File: config.mk
export PLATFORM = sky130hd
export DESIGN_NAME = cmgt_queue
export DESIGN_NICKNAME = d
export VERILOG_FILES = /design/src/hdl/calendar_mjd_gps_time_converter_core_macros.svh /design/src/hdl/cmgt_pkg.sv /design/src/hdl/cmgt_queue.sv
export SDC_FILE = /design/constraint.sdc
export NUM_CORES = 1
export LEC_CHECK = 0
export BUFFER_PORTS_ARGS = -buffer_cell sky130_fd_sc_hd__buf_2
export CORE_MARGIN = 2
export CORE_UTILIZATION = 35
export CTS_CLUSTER_DIAMETER = 40
export DETAILED_ROUTE_END_ITERATION = 8
export PLACE_DENSITY = 0.62
export SYNTH_ARGS = -nofsm -noshare
export SYNTH_HDL_FRONTEND = slang
export SYNTH_SLANG_ARGS = --single-unit
File: constraint.sdc
create_clock -name clk -period 19.7 [get_ports clk]
set_clock_uncertainty 0.2 [all_clocks]
set_input_delay 2.955 -clock clk [delete_from_list [all_inputs] [get_ports clk]]
set_output_delay 2.955 -clock clk [all_outputs]
set_load 0.05 [all_outputs]
File: src/hdl/calendar_mjd_gps_time_converter_core_macros.svh
// assertion macros for the calendar / mjd / gps time converter
`ifndef CALENDAR_MJD_GPS_TIME_CONVERTER_CORE_MACROS_SVH
`define CALENDAR_MJD_GPS_TIME_CONVERTER_CORE_MACROS_SVH

// implication checked every cycle outside reset
`define CMGT_ASSERT_IMP(lbl, clk_s, rst_s, ante, cons) \
  lbl: assert property (@(posedge clk_s) disable iff (rst_s) (ante) |-> (cons)) \
    else $error("cmgt assertion failed");

// next-cycle implication that also holds across reset
`define CMGT_ASSERT_NXT(lbl, clk_s, ante, cons) \
  lbl: assert property (@(posedge clk_s) (ante) |=> (cons)) \
    else $error("cmgt reset assertion failed");

`endif

File: src/hdl/cmgt_pkg.sv
// shared types, codes and constants of the time converter
`default_nettype none
package cmgt_pkg;

  // time systems
  localparam logic [1:0] SYS_CAL = 2'd0;
  localparam logic [1:0] SYS_MJD = 2'd1;
  localparam logic [1:0] SYS_GPS = 2'd2;

  // operation codes
  localparam logic [2:0] OP_CAL_MJD = 3'd0;
  localparam logic [2:0] OP_MJD_CAL = 3'd1;
  localparam logic [2:0] OP_GPS_MJD = 3'd2;
  localparam logic [2:0] OP_MJD_GPS = 3'd3;
  localparam logic [2:0] OP_CAL_GPS = 3'd4;
  localparam logic [2:0] OP_GPS_CAL = 3'd5;

  localparam logic [39:0] US_DAY  = 40'd86400000000;
  localparam logic [39:0] US_HOUR = 40'd3600000000;
  localparam logic [39:0] US_MIN  = 40'd60000000;

  // working context of one transaction
  typedef struct packed {
    logic               bad;
    logic [1:0]         src;
    logic [1:0]         dst;
    logic signed [12:0] yr;
    logic [3:0]         mo;
    logic [4:0]         dy;
    logic [4:0]         hr;
    logic [5:0]         mi;
    logic [25:0]        sec;
    logic [39:0]        tval;
    logic signed [22:0] dval;
    logic [3:0]         q;
    logic [25:0]        aux;
    logic [39:0]        prod;
    logic [13:0]        cq;
    logic [3:0]         e;
    logic [4:0]         hq;
    logic [5:0]         mq;
  } ctx_t;

  // floor(30.6001 * k)
  function automatic logic [8:0] mon_tab(input logic [4:0] k);
    logic [8:0] v;
    begin
      case (k)
        5'd1:    v = 9'd30;
        5'd2:    v = 9'd61;
        5'd3:    v = 9'd91;
        5'd4:    v = 9'd122;
        5'd5:    v = 9'd153;
        5'd6:    v = 9'd183;
        5'd7:    v = 9'd214;
        5'd8:    v = 9'd244;
        5'd9:    v = 9'd275;
        5'd10:   v = 9'd306;
        5'd11:   v = 9'd336;
        5'd12:   v = 9'd367;
        5'd13:   v = 9'd397;
        5'd14:   v = 9'd428;
        5'd15:   v = 9'd459;
        5'd16:   v = 9'd489;
        default: v = 9'd0;
      endcase
      return v;
    end
  endfunction

endpackage
`default_nettype wire

File: src/hdl/cmgt_queue.sv
// short fifo between front end and back end
`default_nettype none
module cmgt_queue #(
  parameter int DEPTH = 4
) (
  input  wire logic       clk,
  input  wire logic       rst,
  input  wire logic       push,
  input  cmgt_pkg::ctx_t  push_data,
  input  wire logic       pop,
  output logic            full,
  output logic            not_empty,
  output cmgt_pkg::ctx_t  head
);
  import cmgt_pkg::*;

  localparam int PW = (DEPTH > 1) ? $clog2(DEPTH) : 1;
  localparam int CW = $clog2(DEPTH + 1);

  ctx_t          mem [DEPTH];
  logic [PW-1:0] wr_ptr;
  logic [PW-1:0] rd_ptr;
  logic [CW-1:0] count;

  assign full      = (count == CW'(DEPTH));
  assign not_empty = (count != '0);
  assign head      = mem[rd_ptr];

  always_ff @(posedge clk) begin
    if (push) begin
      mem[wr_ptr] <= push_data;
    end
  end

  always_ff @(posedge clk) begin
    if (rst) begin
      wr_ptr <= '0;
      rd_ptr <= '0;
      count  <= '0;
    end else begin
      if (push) begin
        wr_ptr <= (wr_ptr == PW'(DEPTH - 1)) ? '0 : wr_ptr + 1'b1;
      end
      if (pop) begin
        rd_ptr <= (rd_ptr == PW'(DEPTH - 1)) ? '0 : rd_ptr + 1'b1;
      end
      if (push && !pop) begin
        count <= count + 1'b1;
      end else if (pop && !push) begin
        count <= count - 1'b1;
      end
    end
  end

endmodule
`default_nettype wire

* After elaboration in Yosys (flattened, before gate mapping)
Memories as Yosys holds them, arrays and structs flattened. A register that Yosys moved wholly into a read port is not among the register bits. Cells that the tools add are included.
Cells by class: eq/ne operators 3, add/subtract/negate cells 4, divide/modulo/power cells 0, muxes and demuxes 8, bitwise gates (word level) 0, $mul 0, magnitude comparators 0, reduce and logical (&&, ||, !) cells 6, shift-type cells 0
Operators by type and width (count):
- 2-bit two-way mux | 4
- 3-bit two-way mux | 2
- 2-bit by 1-bit adder with 2-bit output, second input constant | 2
- 2-bit equality test, second input constant | 2
- 3-bit by 1-bit adder with 3-bit output, second input constant | 1
- 3-bit equality test, second input constant | 1
- 3-bit nonzero test | 1
- 3-bit by 1-bit subtractor with 3-bit output, second input constant | 1
- 1-bit logical AND | 2
- 1-bit logical NOT | 2
- 1-bit two-way mux | 2
- 2-bit nonzero test | 1
Word-level totals: memory bits (read-only) 0, flip-flop bits (word level) 7, latch bits 0, RAM bits 904, memories 1, output and inout port bits 228
Memories:
- mem | words 4, width 226, read ports 1, clocked after memory_dff 1, write ports 1, line cmgt_queue.sv:20 | ctx_t mem [DEPTH];

* Logic depth before layout (Yosys ltp)
word-level depth 4, gate-level depth with buffers 7

* Least setup slack after synthesis
No wires, ideal clock.
kind input port to flip-flop, start point in push, end point mem mem[0][0] (netlist bit) (enable), setup slack 10814 ps, path buffers 0, arrival 8072 ps, setup time 614 ps, stages 1, cell sequence and2_1
On the way: longest elaborated chain between the ends 2
Ends and longest elaborated chain:
- start: declaration | line cmgt_queue.sv:8 | input wire logic push,
- 1-bit two-way mux | line cmgt_queue.sv:30 | if (push) begin
- 1-bit two-way mux (implied by the code) | line cmgt_queue.sv:31 | mem[wr_ptr] <= push_data;
- end: declaration | line cmgt_queue.sv:20
No other way between the ends.

==> results.md <==
* Outcome: finished clean
* Largest net degree at the start of global routing at 115
* Startpoint types: register
* Worst hold path depth at 2
* Worst-Margin Slew at 1.02 ns
* Worst path slowest cell: dfxtp_4
* Logic pwr share at 0.111
* CTS tree: yes
* GR Layer Usage met2 at 0.223
* First-pass GRT wire length at 98.9 mm
* Final hold violation count at 0
* Standard-cell rows at 112
* Yosys cell types at 18
* # IOs at 458
* Max Cap Viol at 0
* R2R Path End: mem[0][86]
* Final wirelength at 65.7 mm
* Mapped Avg Cell Area at 27.0 µm²
* Pre-CTS setup slack at 12.63 ns
* Clock Power Share at 0.423
* Total gr overflow at 0
* Via/cell ratio at 4.76
* Share of layout cells above drive strength 1 at 0.481
* DRT Pass-1 Iters at 5
* Post-synthesis cell area at 0.0330 mm²
* Seq pwr share at 0.466
* Core Box Area at 0.0935 mm²
* PD cells at 119 mW/mm²
* P_int at 3610 µW
* H-tree Lvls at 3
* GR Util met1 at 0.159
* GPL Wtd Cong at 0.724
* Post-route ant nets at 0
* Cts hold-fix bufs at 0
* Seq/Total Area, Yosys at 0.827
* Post_cts resized at 0
* Tcrit/Tclk final at 0.386
* Die area at 0.0968 mm²
* Clk Tree Root Cell: clkbuf_16
* Worst path max stage delay at 1.01 ns
* Synth Warn # at 0
* Vias in the first global route at 16,000
* Crit Path Max Fanout at 51
* Worst reg-to-reg setup slack at 15.99 ns
* # clock sinks at 913
* Area Growth Syn to Fin at 22.7%
* Total power at 4840 µW
* Total GRT Usage at 0.134
* Flops & latches, synth at 913
* Final Max Tran Viols at 0
* Max Buffers Root-to-Sink at 3
* Setup TNS at 0 ns
* Initial antenna violation count at 17
* Die span in y at 311 µm
* Wire per inst at 21.1 µm
* Setup Viol. Count Final at 0
* HPWL Detailed at 39.9 mm
* Iter 0 DRT Violations at 1,059
* IO buf count at 457
* Switch Pwr at 1230 µW
* Layout Nets at 2,001
* Leakage at 0.0135 µW
* Synth Net Count at 1,461
* Required time of the worst setup path at 16.55 ns
* Final WS setup at 12.09 ns
* CTS Buf Count at 113
* Sw Ratio at 0.254
* Most frequent cell on the critical path: buf_4
* Max IR drop VDD at 0.0915 mV
* Period minus WS final at 7.61 ns
* Crit Path Category: reg -> out
* CTS clk-pin slew, worst paths at 0.06 ns
* RSZ-0062 raised after global routing: no
* Via count at 14,800
* Worst-path cell chain: buf_4 > buf_4 > mux4_2 > buf_2
* Clk Latency, worst-skew pair at 0.69 ns
* GRT Max-Usage Layer: met2
* R2R depth at 5
* Worst R2R Start: wr_ptr[0]
* Worst relative slew slack at 0.318
* Initial core utilization at 0.353
* F_max at 0.131 GHz
* Hold wc startpoint: count[2]
* Die W at 311 µm
* CP Capture Type: output port
* Crit path DAT at 4.45 ns
* WHS Endpoint: count[2]
* Mapped Cells at 1,224
* Worst min-delay path category: reg -> reg
* Met3 Usage GRT at 0.0502
* Postcts setup bufs at 0
* # DRC at 0
-- power groups by stage --
stage          Sequential, µW  Combinational, µW  Clock (µW)
3_5_place_dp             2300                546           0
3_3_place_gp             2290                540           0
6_report                 2250                537        2040
2_1_floorplan            2300                402           0
5_1_grt                  2260                565        2170
4_1_cts                  2260                547        2100
-- cells by family (layout without fill, tap and decap cells) --
| group | after synthesis | in the layout | share of synthesized area |
|---|---|---|---|
| simple gates | 15 | 15 | 0.00239 |
| xor+xnor | 2 | 2 | 0.000531 |
| buf+inv | 54 | 688 | 0.0109 |
| mux | 230 | 230 | 0.155 |
| compound gates | 3 | 3 | 0.000455 |
| flops | 913 | 913 | 0.827 |
| fa+ha+maj | 7 | 7 | 0.00288 |
| other cells | 0 | 5 | 0 |
-- worst max-delay path, delay by kind of cell (launching register included) --
kind	cells	cell delay, ns
flip-flops	1	1.01
multiplexers	1	0.64
buffers and inverters	3	1.94
-- registers in the layout, summed over array words and instances (netlist names), named ones only --
register	count
mem	904
count	3
rd_ptr	2
wr_ptr	2
-- cell usage in the layout, fill, tap and decap left out --
master        n
fa_1          1
inv_8         7
clkinv_8      1
clkbuf_16   116
inv_16        2
bufinv_16    10
xor2_1        2
buf_2       457
or3_1         2
dfxtp_4       2
buf_12        1
nor3b_1       2
a21oi_1       2
mux2i_1       4
nor2_1        7
clkinv_1     12
and2_4        4
clkinvlp_4   11
clkinv_2     14
clkinv_4      8
edfxtp_1    904
inv_1         4
dfxtp_1       7
mux4_2      226
clkinv_16     1
diode_2       5
o21ai_0       1
ha_1          6
inv_6        16
buf_4        17
clkbuf_1     11
-- cells in the mapped netlist --
master    count  area [µm²]
edfxtp_1    904       27100
mux4_2      226        5090
buf_2        25         125
buf_6        17         191
dfxtp_1       9         180
buf_1         7        26.3
nor2_1        7        26.3
ha_1          6        75.1
and2_1        4        25.0
inv_1         4        15.0
mux2i_1       4        40.0
a21oi_1       2        10.0
nor3b_1       2        15.0
or3_1         2        12.5
xor2_1        2        17.5
clkbuf_1      1        3.75
fa_1          1        20.0
o21ai_0       1        5.00
-- cell type report --
class / instances / area [µm²]
clock inverters: 82 / 873
flip-flops and latches: 913 / 27300
fillers: 7978 / 52900
multi-input cells: 257 / 5350
repair buffers: 475 / 2430
well taps: 1254 / 1570
inverters: 4 / 15.0
diodes: 5 / 12.5
clock buffers: 127 / 2940
-- how the worst max path moves through the flow --
stage | startpoint | to | slack, ns
after floorplan | push | mem[0][0] | 10.81
after global placement | register | head[164] | 12.66
after detailed placement | register | head[175] | 12.63
after CTS | register | head[86] | 11.85
after global routing | register | head[86] | 11.61
final | register | head[86] | 12.09
-- routing by layer --
| layer | vias up | wire [µm] |
|---|---|---|
| li1 | 6455 | - |
| met1 | 7769 | 25200 |
| met2 | 455 | 33000 |
| met3 | 137 | 5560 |
| met4 | 26 | 1670 |
| met5 | - | 180 |
-- through the flow --
stage / instances / instance area [µm²] / hold slack (ns) / util
final: 3117 / 40500 / 0.322 / 0.434
after global routing: 3114 / 40500 / 0.357 / 0.434
after CTS: 3112 / 40500 / 0.315 / 0.433
after detailed placement: 2903 / 36700 / 0.305 / 0.393
after global placement: 2903 / 36700 / 0.276 / 0.393
after floorplan: 1224 / 33000 / 0.255 / -
Note: power is estimated with default switching activity, not from simulation.
