$ cat src/hdl/calendar_mjd_gps_time_converter_core_macros.svh
// assertion macros for the calendar / mjd / gps time converter
`ifndef CALENDAR_MJD_GPS_TIME_CONVERTER_CORE_MACROS_SVH
`define CALENDAR_MJD_GPS_TIME_CONVERTER_CORE_MACROS_SVH

// implication checked every cycle outside reset
`define CMGT_ASSERT_IMP(lbl, clk_s, rst_s, ante, cons) \
  lbl: assert property (@(posedge clk_s) disable iff (rst_s) (ante) |-> (cons)) \
    else $error("cmgt assertion failed");

// next-cycle implication that also holds across reset
`define CMGT_ASSERT_NXT(lbl, clk_s, ante, cons) \
  lbl: assert property (@(posedge clk_s) (ante) |=> (cons)) \
    else $error("cmgt reset assertion failed");

`endif

$ cat src/hdl/cmgt_pkg.sv
// shared types, codes and constants of the time converter
`default_nettype none
package cmgt_pkg;

  // time systems
  localparam logic [1:0] SYS_CAL = 2'd0;
  localparam logic [1:0] SYS_MJD = 2'd1;
  localparam logic [1:0] SYS_GPS = 2'd2;

  // operation codes
  localparam logic [2:0] OP_CAL_MJD = 3'd0;
  localparam logic [2:0] OP_MJD_CAL = 3'd1;
  localparam logic [2:0] OP_GPS_MJD = 3'd2;
  localparam logic [2:0] OP_MJD_GPS = 3'd3;
  localparam logic [2:0] OP_CAL_GPS = 3'd4;
  localparam logic [2:0] OP_GPS_CAL = 3'd5;

  localparam logic [39:0] US_DAY  = 40'd86400000000;
  localparam logic [39:0] US_HOUR = 40'd3600000000;
  localparam logic [39:0] US_MIN  = 40'd60000000;

  // working context of one transaction
  typedef struct packed {
    logic               bad;
    logic [1:0]         src;
    logic [1:0]         dst;
    logic signed [12:0] yr;
    logic [3:0]         mo;
    logic [4:0]         dy;
    logic [4:0]         hr;
    logic [5:0]         mi;
    logic [25:0]        sec;
    logic [39:0]        tval;
    logic signed [22:0] dval;
    logic [3:0]         q;
    logic [25:0]        aux;
    logic [39:0]        prod;
    logic [13:0]        cq;
    logic [3:0]         e;
    logic [4:0]         hq;
    logic [5:0]         mq;
  } ctx_t;

  // floor(30.6001 * k)
  function automatic logic [8:0] mon_tab(input logic [4:0] k);
    logic [8:0] v;
    begin
      case (k)
        5'd1:    v = 9'd30;
        5'd2:    v = 9'd61;
        5'd3:    v = 9'd91;
        5'd4:    v = 9'd122;
        5'd5:    v = 9'd153;
        5'd6:    v = 9'd183;
        5'd7:    v = 9'd214;
        5'd8:    v = 9'd244;
        5'd9:    v = 9'd275;
        5'd10:   v = 9'd306;
        5'd11:   v = 9'd336;
        5'd12:   v = 9'd367;
        5'd13:   v = 9'd397;
        5'd14:   v = 9'd428;
        5'd15:   v = 9'd459;
        5'd16:   v = 9'd489;
        default: v = 9'd0;
      endcase
      return v;
    end
  endfunction

endpackage
`default_nettype wire

$ cat src/hdl/cmgt_front.sv
// front end: decodes the operation, checks input validity, builds the context
`default_nettype none
module cmgt_front (
  input  wire logic [2:0]  op,
  input  wire logic [11:0] year,
  input  wire logic [3:0]  month,
  input  wire logic [4:0]  day,
  input  wire logic [4:0]  hour,
  input  wire logic [5:0]  minute,
  input  wire logic [25:0] second_us,
  input  wire logic [16:0] mjd_days,
  input  wire logic [36:0] day_us,
  input  wire logic [12:0] gps_week,
  input  wire logic [39:0] week_us,
  output cmgt_pkg::ctx_t   item
);
  import cmgt_pkg::*;

  logic date_zero;
  logic mjd_zero;
  logic gps_zero;

  assign date_zero = (month == 4'd0) || (day == 5'd0);
  assign mjd_zero  = (mjd_days == 17'd0) && (day_us == 37'd0);
  assign gps_zero  = (gps_week == 13'd0) && (week_us == 40'd0);

  always_comb begin
    item = '0;
    unique case (op)
      OP_CAL_MJD: begin
        item.src = SYS_CAL; item.dst = SYS_MJD; item.bad = date_zero;
      end
      OP_MJD_CAL: begin
        item.src = SYS_MJD; item.dst = SYS_CAL; item.bad = mjd_zero;
      end
      OP_GPS_MJD: begin
        item.src = SYS_GPS; item.dst = SYS_MJD; item.bad = gps_zero;
      end
      OP_MJD_GPS: begin
        item.src = SYS_MJD; item.dst = SYS_GPS; item.bad = mjd_zero;
      end
      OP_CAL_GPS: begin
        item.src = SYS_CAL; item.dst = SYS_GPS; item.bad = date_zero;
      end
      OP_GPS_CAL: begin
        item.src = SYS_GPS; item.dst = SYS_CAL; item.bad = gps_zero;
      end
      default: begin
        item.src = SYS_MJD; item.dst = SYS_MJD; item.bad = 1'b1;
      end
    endcase
    // january and february count as months 13 and 14 of the previous year
    if (month <= 4'd2) begin
      item.yr = 13'({1'b0, year} - 13'd1);
      item.mo = month + 4'd12;
    end else begin
      item.yr = 13'({1'b0, year});
      item.mo = month;
    end
    item.dy  = day;
    item.hr  = hour;
    item.mi  = minute;
    item.sec = second_us;
    if (item.src == SYS_MJD) begin
      item.tval = 40'(day_us);
      item.dval = 23'(mjd_days);
    end else if (item.src == SYS_GPS) begin
      item.tval = week_us;
      item.cq   = 14'(gps_week);
    end
  end

endmodule
`default_nettype wire

$ cat config.mk
export PLATFORM = sky130hd
export DESIGN_NAME = cmgt_front
export DESIGN_NICKNAME = d
export VERILOG_FILES = /design/src/hdl/calendar_mjd_gps_time_converter_core_macros.svh /design/src/hdl/cmgt_pkg.sv /design/src/hdl/cmgt_front.sv
export SDC_FILE = /design/constraint.sdc
export NUM_CORES = 1
export LEC_CHECK = 0
export ABC_CLOCK_PERIOD_IN_PS = 3400
export BUFFER_PORTS_ARGS = -buffer_cell sky130_fd_sc_hd__buf_4
export CORE_AREA = 2 2 153 155
export DETAILED_ROUTE_END_ITERATION = 8
export DIE_AREA = 0 0 155 157
export GPL_ROUTABILITY_DRIVEN = 0
export PLACE_DENSITY_LB_ADDON = 0.25
export SLEW_MARGIN = 20
export SYNTH_ARGS = -nofsm -noshare
export SYNTH_HDL_FRONTEND = slang
export SYNTH_SLANG_ARGS = --single-unit
$ cat constraint.sdc
create_clock -name vclk -period 3.4
set_input_delay 0.85 -clock vclk [all_inputs]
set_output_delay 0.85 -clock vclk [all_outputs]
set_load 0.02 [all_outputs]
Word-level counts from Yosys, hierarchy flattened. Index checks and enable logic that the tools add are counted.

Register bits after elaboration: 0. Latch bits: 0. RAM bits: 0. Memory bits (read-only): 0. Input bits: 168. Logic and storage cells: 27. Memories kept: 0.

Add/subtract/negate cells: 2. Multiply operators: 0. Divide/modulo/power cells: 0. $lt $le $gt $ge: 1. Eq/ne operators: 7. Shift-type cells: 0. Muxes and demuxes: 7. Bitwise operators: 0. Reduce and logical (&&, ||, !) cells: 10.

Operators by type and width (number): $mux W40 (2); $logic_not A40 Y1 (1); $logic_not A37 Y1 (1); $mux W17 (2); $pmux W5 S6 (1); $mux W13 (2); $logic_not A17 Y1 (1); $logic_not A13 Y1 (1); $sub A12 B1 Y13 const B (1); $eq A3 B2 Y1 const B (2); $eq A3 B3 Y1 const B (2); $logic_not A5 Y1 (1); $add A4 B4 Y4 const B (1); $le A4 B2 Y1 const B (1); $logic_not A4 Y1 (1); $eq A3 B1 Y1 const B (1); $logic_not A3 Y1 (1); $eq A2 B1 Y1 const B (1); $eq A2 B2 Y1 const B (1); $logic_and A1 B1 Y1 (2); $logic_or A1 B1 Y1 (1).

Logic depth before layout (Yosys ltp).
Depth after elaboration: 6. Depth in mapped cells: 6. Mapped depth without buffers: 6.

Worst setup path after synthesis. OpenSTA, ideal clock, no wires.

Kind: in2out. From: input port year[0]. To: output port item[220] in the netlist's numbering. Arrival: 2517 ps. Slack: 33 ps. Cell stages on the path: 5. Cells stage by stage: inv_1 > ha_1 > or3b_4 > a2111oi_4 > nor4bb_1.

RTL lines: start: declaration (line cmgt_front.sv:5) `input wire logic [11:0] year,`; end: declaration (line cmgt_front.sv:15) `output cmgt_pkg::ctx_t item`.

==> results.md <==
* DP HPWL at between 10000 and 15000 um
* Simple-gate portion of the synthesized area at 0.265
* Post-Synthesis Cells at roughly 320
* Initial DRC Count at 122
* Number of port buffers at roughly 230
* Fin. max-slew vios at 0
* Crit path required time at around 2.6 ns
* Sum of negative setup slack at 0 ns
* Mapped Area at between 2000 and 2500 um2
* Crit path max-delay family: simple AND/OR/NAND/NOR gates
* WHS at 1.70 ns
* Routed length per instance at 14.4 um
* Compound-Gate Fraction of Synth Area at 0.197
* Hold Startpoint: second_us[14]
* Total grt overflow at 0
* Post-synthesis mux area share at 0
* Sequential Area at 0 um2
* Max-Cap Viols at 0
* Hold crit path type: input pin to primary output
* Largest family of logic cells by synthesized area: buffers and inverters
* First-pass GRT wire length at around 15000 um
* Area added between synthesis and finish at 69.1%
* Xor and xnor area share after synthesis at 0.0459
* DRC violations left at 0
* All-layer global routing usage at 0.0803
* Worst Hold End: item[176]
* PwrDens at between 150 and 200 nW/um2
* Slew headroom at 0.545
* Die Height at between 150 and 200 um
* Post-synth top area cell: buf_4
* # diodes at 0
* Core ar. at 22500 um2
* Filler cell count at between 2000 and 3000
* Hold-fix buffer count after cts at 0
* Die area at approximately 24000 um2
* Final worst setup slack at 0.0758 ns
* Most used cell, CP: buf_6
* Leak at between 1.5 and 2 nW
* IO Count at roughly 390
* Vias at between 2000 and 3000
* Die Wd at 155 um
* Post-synth top area share at 0.446
* Slowest-stage cell, CP: or4_4
* Area of the multi-input gates at between 1500 and 2000 um2
* Status: finished clean
* Synth warn at 0
* Pin count of the biggest net entering global routing at 51
* CP endpoint kind: primary output
* DP Worst Slack at -0.0407 ns
* Post-layout min period at approximately 3.3 ns
* Syn Area/Cell at roughly 7.2 um2
* Vias in the first global route at 2539
* Slew @ Worst Pin at between 0.6 and 0.7 ns
* CP Launch Type: input pin
* Final-layout clock buffer total at 0
* RSZ-0062 raised after global routing: true
* Sequential area share after synthesis at 0
* Initial antenna violation count at 0
* Worst Path Buf+Inv at 3
* Vias/cell at around 3.4
* Fin crit share at 0.978
* Final setup violating endpoints at 0
* WP data arrival at 2.47 ns
* CP Class: input pin to primary output
* Fmax at 301 MHz
* Cells on Worst Hold Path at 0
* Layout cell share with drive strength beyond 1 at 0.512
* Final wirelength at between 10000 and 15000 um
* Yosys cell types at 35
* Post-DRT Antenna Nets at 0
* Util after Layout at 0.172
* Sequential cell count at 0
* Final Hold Vio Count at 0
* CP max stage delay at 0.53 ns
* Post-synthesis adder-cell area fraction at 0.0164
* Row count at 55
* Nets at between 600 and 700
* Critical-path cell list: buf_6 > buf_6 > or4_4 > a2111oi_4 > nand2_1 > xnor2_2 > buf_4
* Max VDD drop at roughly 0.000051 V
* Synth top area cells: buf_4, a22o_1, and2_1
* CP Max Fanout at 4
* Pre-antenna DRT Iters at 4
* Initial core utilization at 0.102
==> where the power goes <==
| group | internal (mW) | leakage [nW] | switching, mW |
|---|---|---|---|
| combinational | 0.277 | 1.97 | 0.367 |
| sequential | 0 | 0 | 0 |
| clock | 0 | 0 | 0 |
==> cells in the mapped netlist (2+ instances only) <==
master	number
inv_1	5
nor4_1	28
a21oi_1	2
nand2_1	11
xnor2_1	8
a22o_1	37
clkbuf_1	7
ha_1	3
nor2_1	8
nor3_1	3
xor2_1	4
buf_4	136
a2111oi_4	2
o21ai_0	2
buf_2	4
and2_1	34
nand4_1	6
==> per-layer routing <==
layer	share of wire	track usage
met5	0	0
met4	0.0082	0.00397
met3	0.12	0.0267
met2	0.52	0.159
met1	0.36	0.0858
==> worst max-delay path by stage <==
stage               startpoint  slack [ns]        end  cells after the start
global placement       year[0]       -0.04  item[220]                      8
detailed placement     year[0]       -0.04  item[216]                      8
CTS                   month[2]        0.01  item[219]                      9
global route           year[0]       -0.04  item[219]                      7
floorplan              year[0]        0.03  item[220]                      5
finish                 year[0]        0.08  item[219]                      7
==> cells by family after synthesis <==
family                     after synthesis
and+or+nand+nor                        100
other                                    1
adders and majority gates                3
buffers and inverters                  152
xor gates and xnor gates                12
AOI/OAI and AO/OA                       50
==> final cells by class <==
class,instances,area share
Timing Repair Buffer,246,0.488
Inverter,5,0.00613
Multi-Input combinational cell,257,0.414
Tap cell,285,0.0920
==> through the flow <==
step	power [mW]	cells	cell area (um2)
after global routing	0.686	793	3870
final	0.644	793	3870
after CTS	0.640	790	3800
after global placement	0.642	790	3800
after detailed placement	0.638	790	3800
after floorplan	0.461	409	2630
==> cell usage in the layout (no fill, tap or decap) <==
master     netlist  layout
nand2_1         11      11
nor4b_1          1       1
or2_2            1       1
nor2_1           8       8
o21ai_0          2       2
a22o_1          37      37
nand2b_1         1       1
nand4_1          6       6
conb_1           1      92
and4b_1          1       1
nor3_1           3       3
or4_4            1       1
ha_1             3       2
a2111oi_4        2       2
xor2_1           4       4
buf_4          136     239
or3b_4           1       1
nand3b_1         1       1
xnor2_1          8       7
a211o_1          1       1
nor4_1          28      28
inv_4            0       2
nor3b_2          1       1
a21bo_4          0       1
nor4bb_2         0       1
a21oi_1          2       2
a22oi_1          1       1
o22ai_4          0       1
buf_6            0       5
a211oi_1         1       1
o21ai_4          0       1
xnor2_2          0       1
inv_1            5       3
o31ai_1          1       1
buf_12           0       2
and2_1          34      34
nand4bb_1        1       1
ha_4             0       1
==> timing repair <==
item | CTS | global route
endpoints found under the setup margin | 2 | 7
pin swaps | 1 | 5
gates resized for setup | 0 | 14
buffers inserted | 0 | 3
Power figures use the tool's default switching activity.
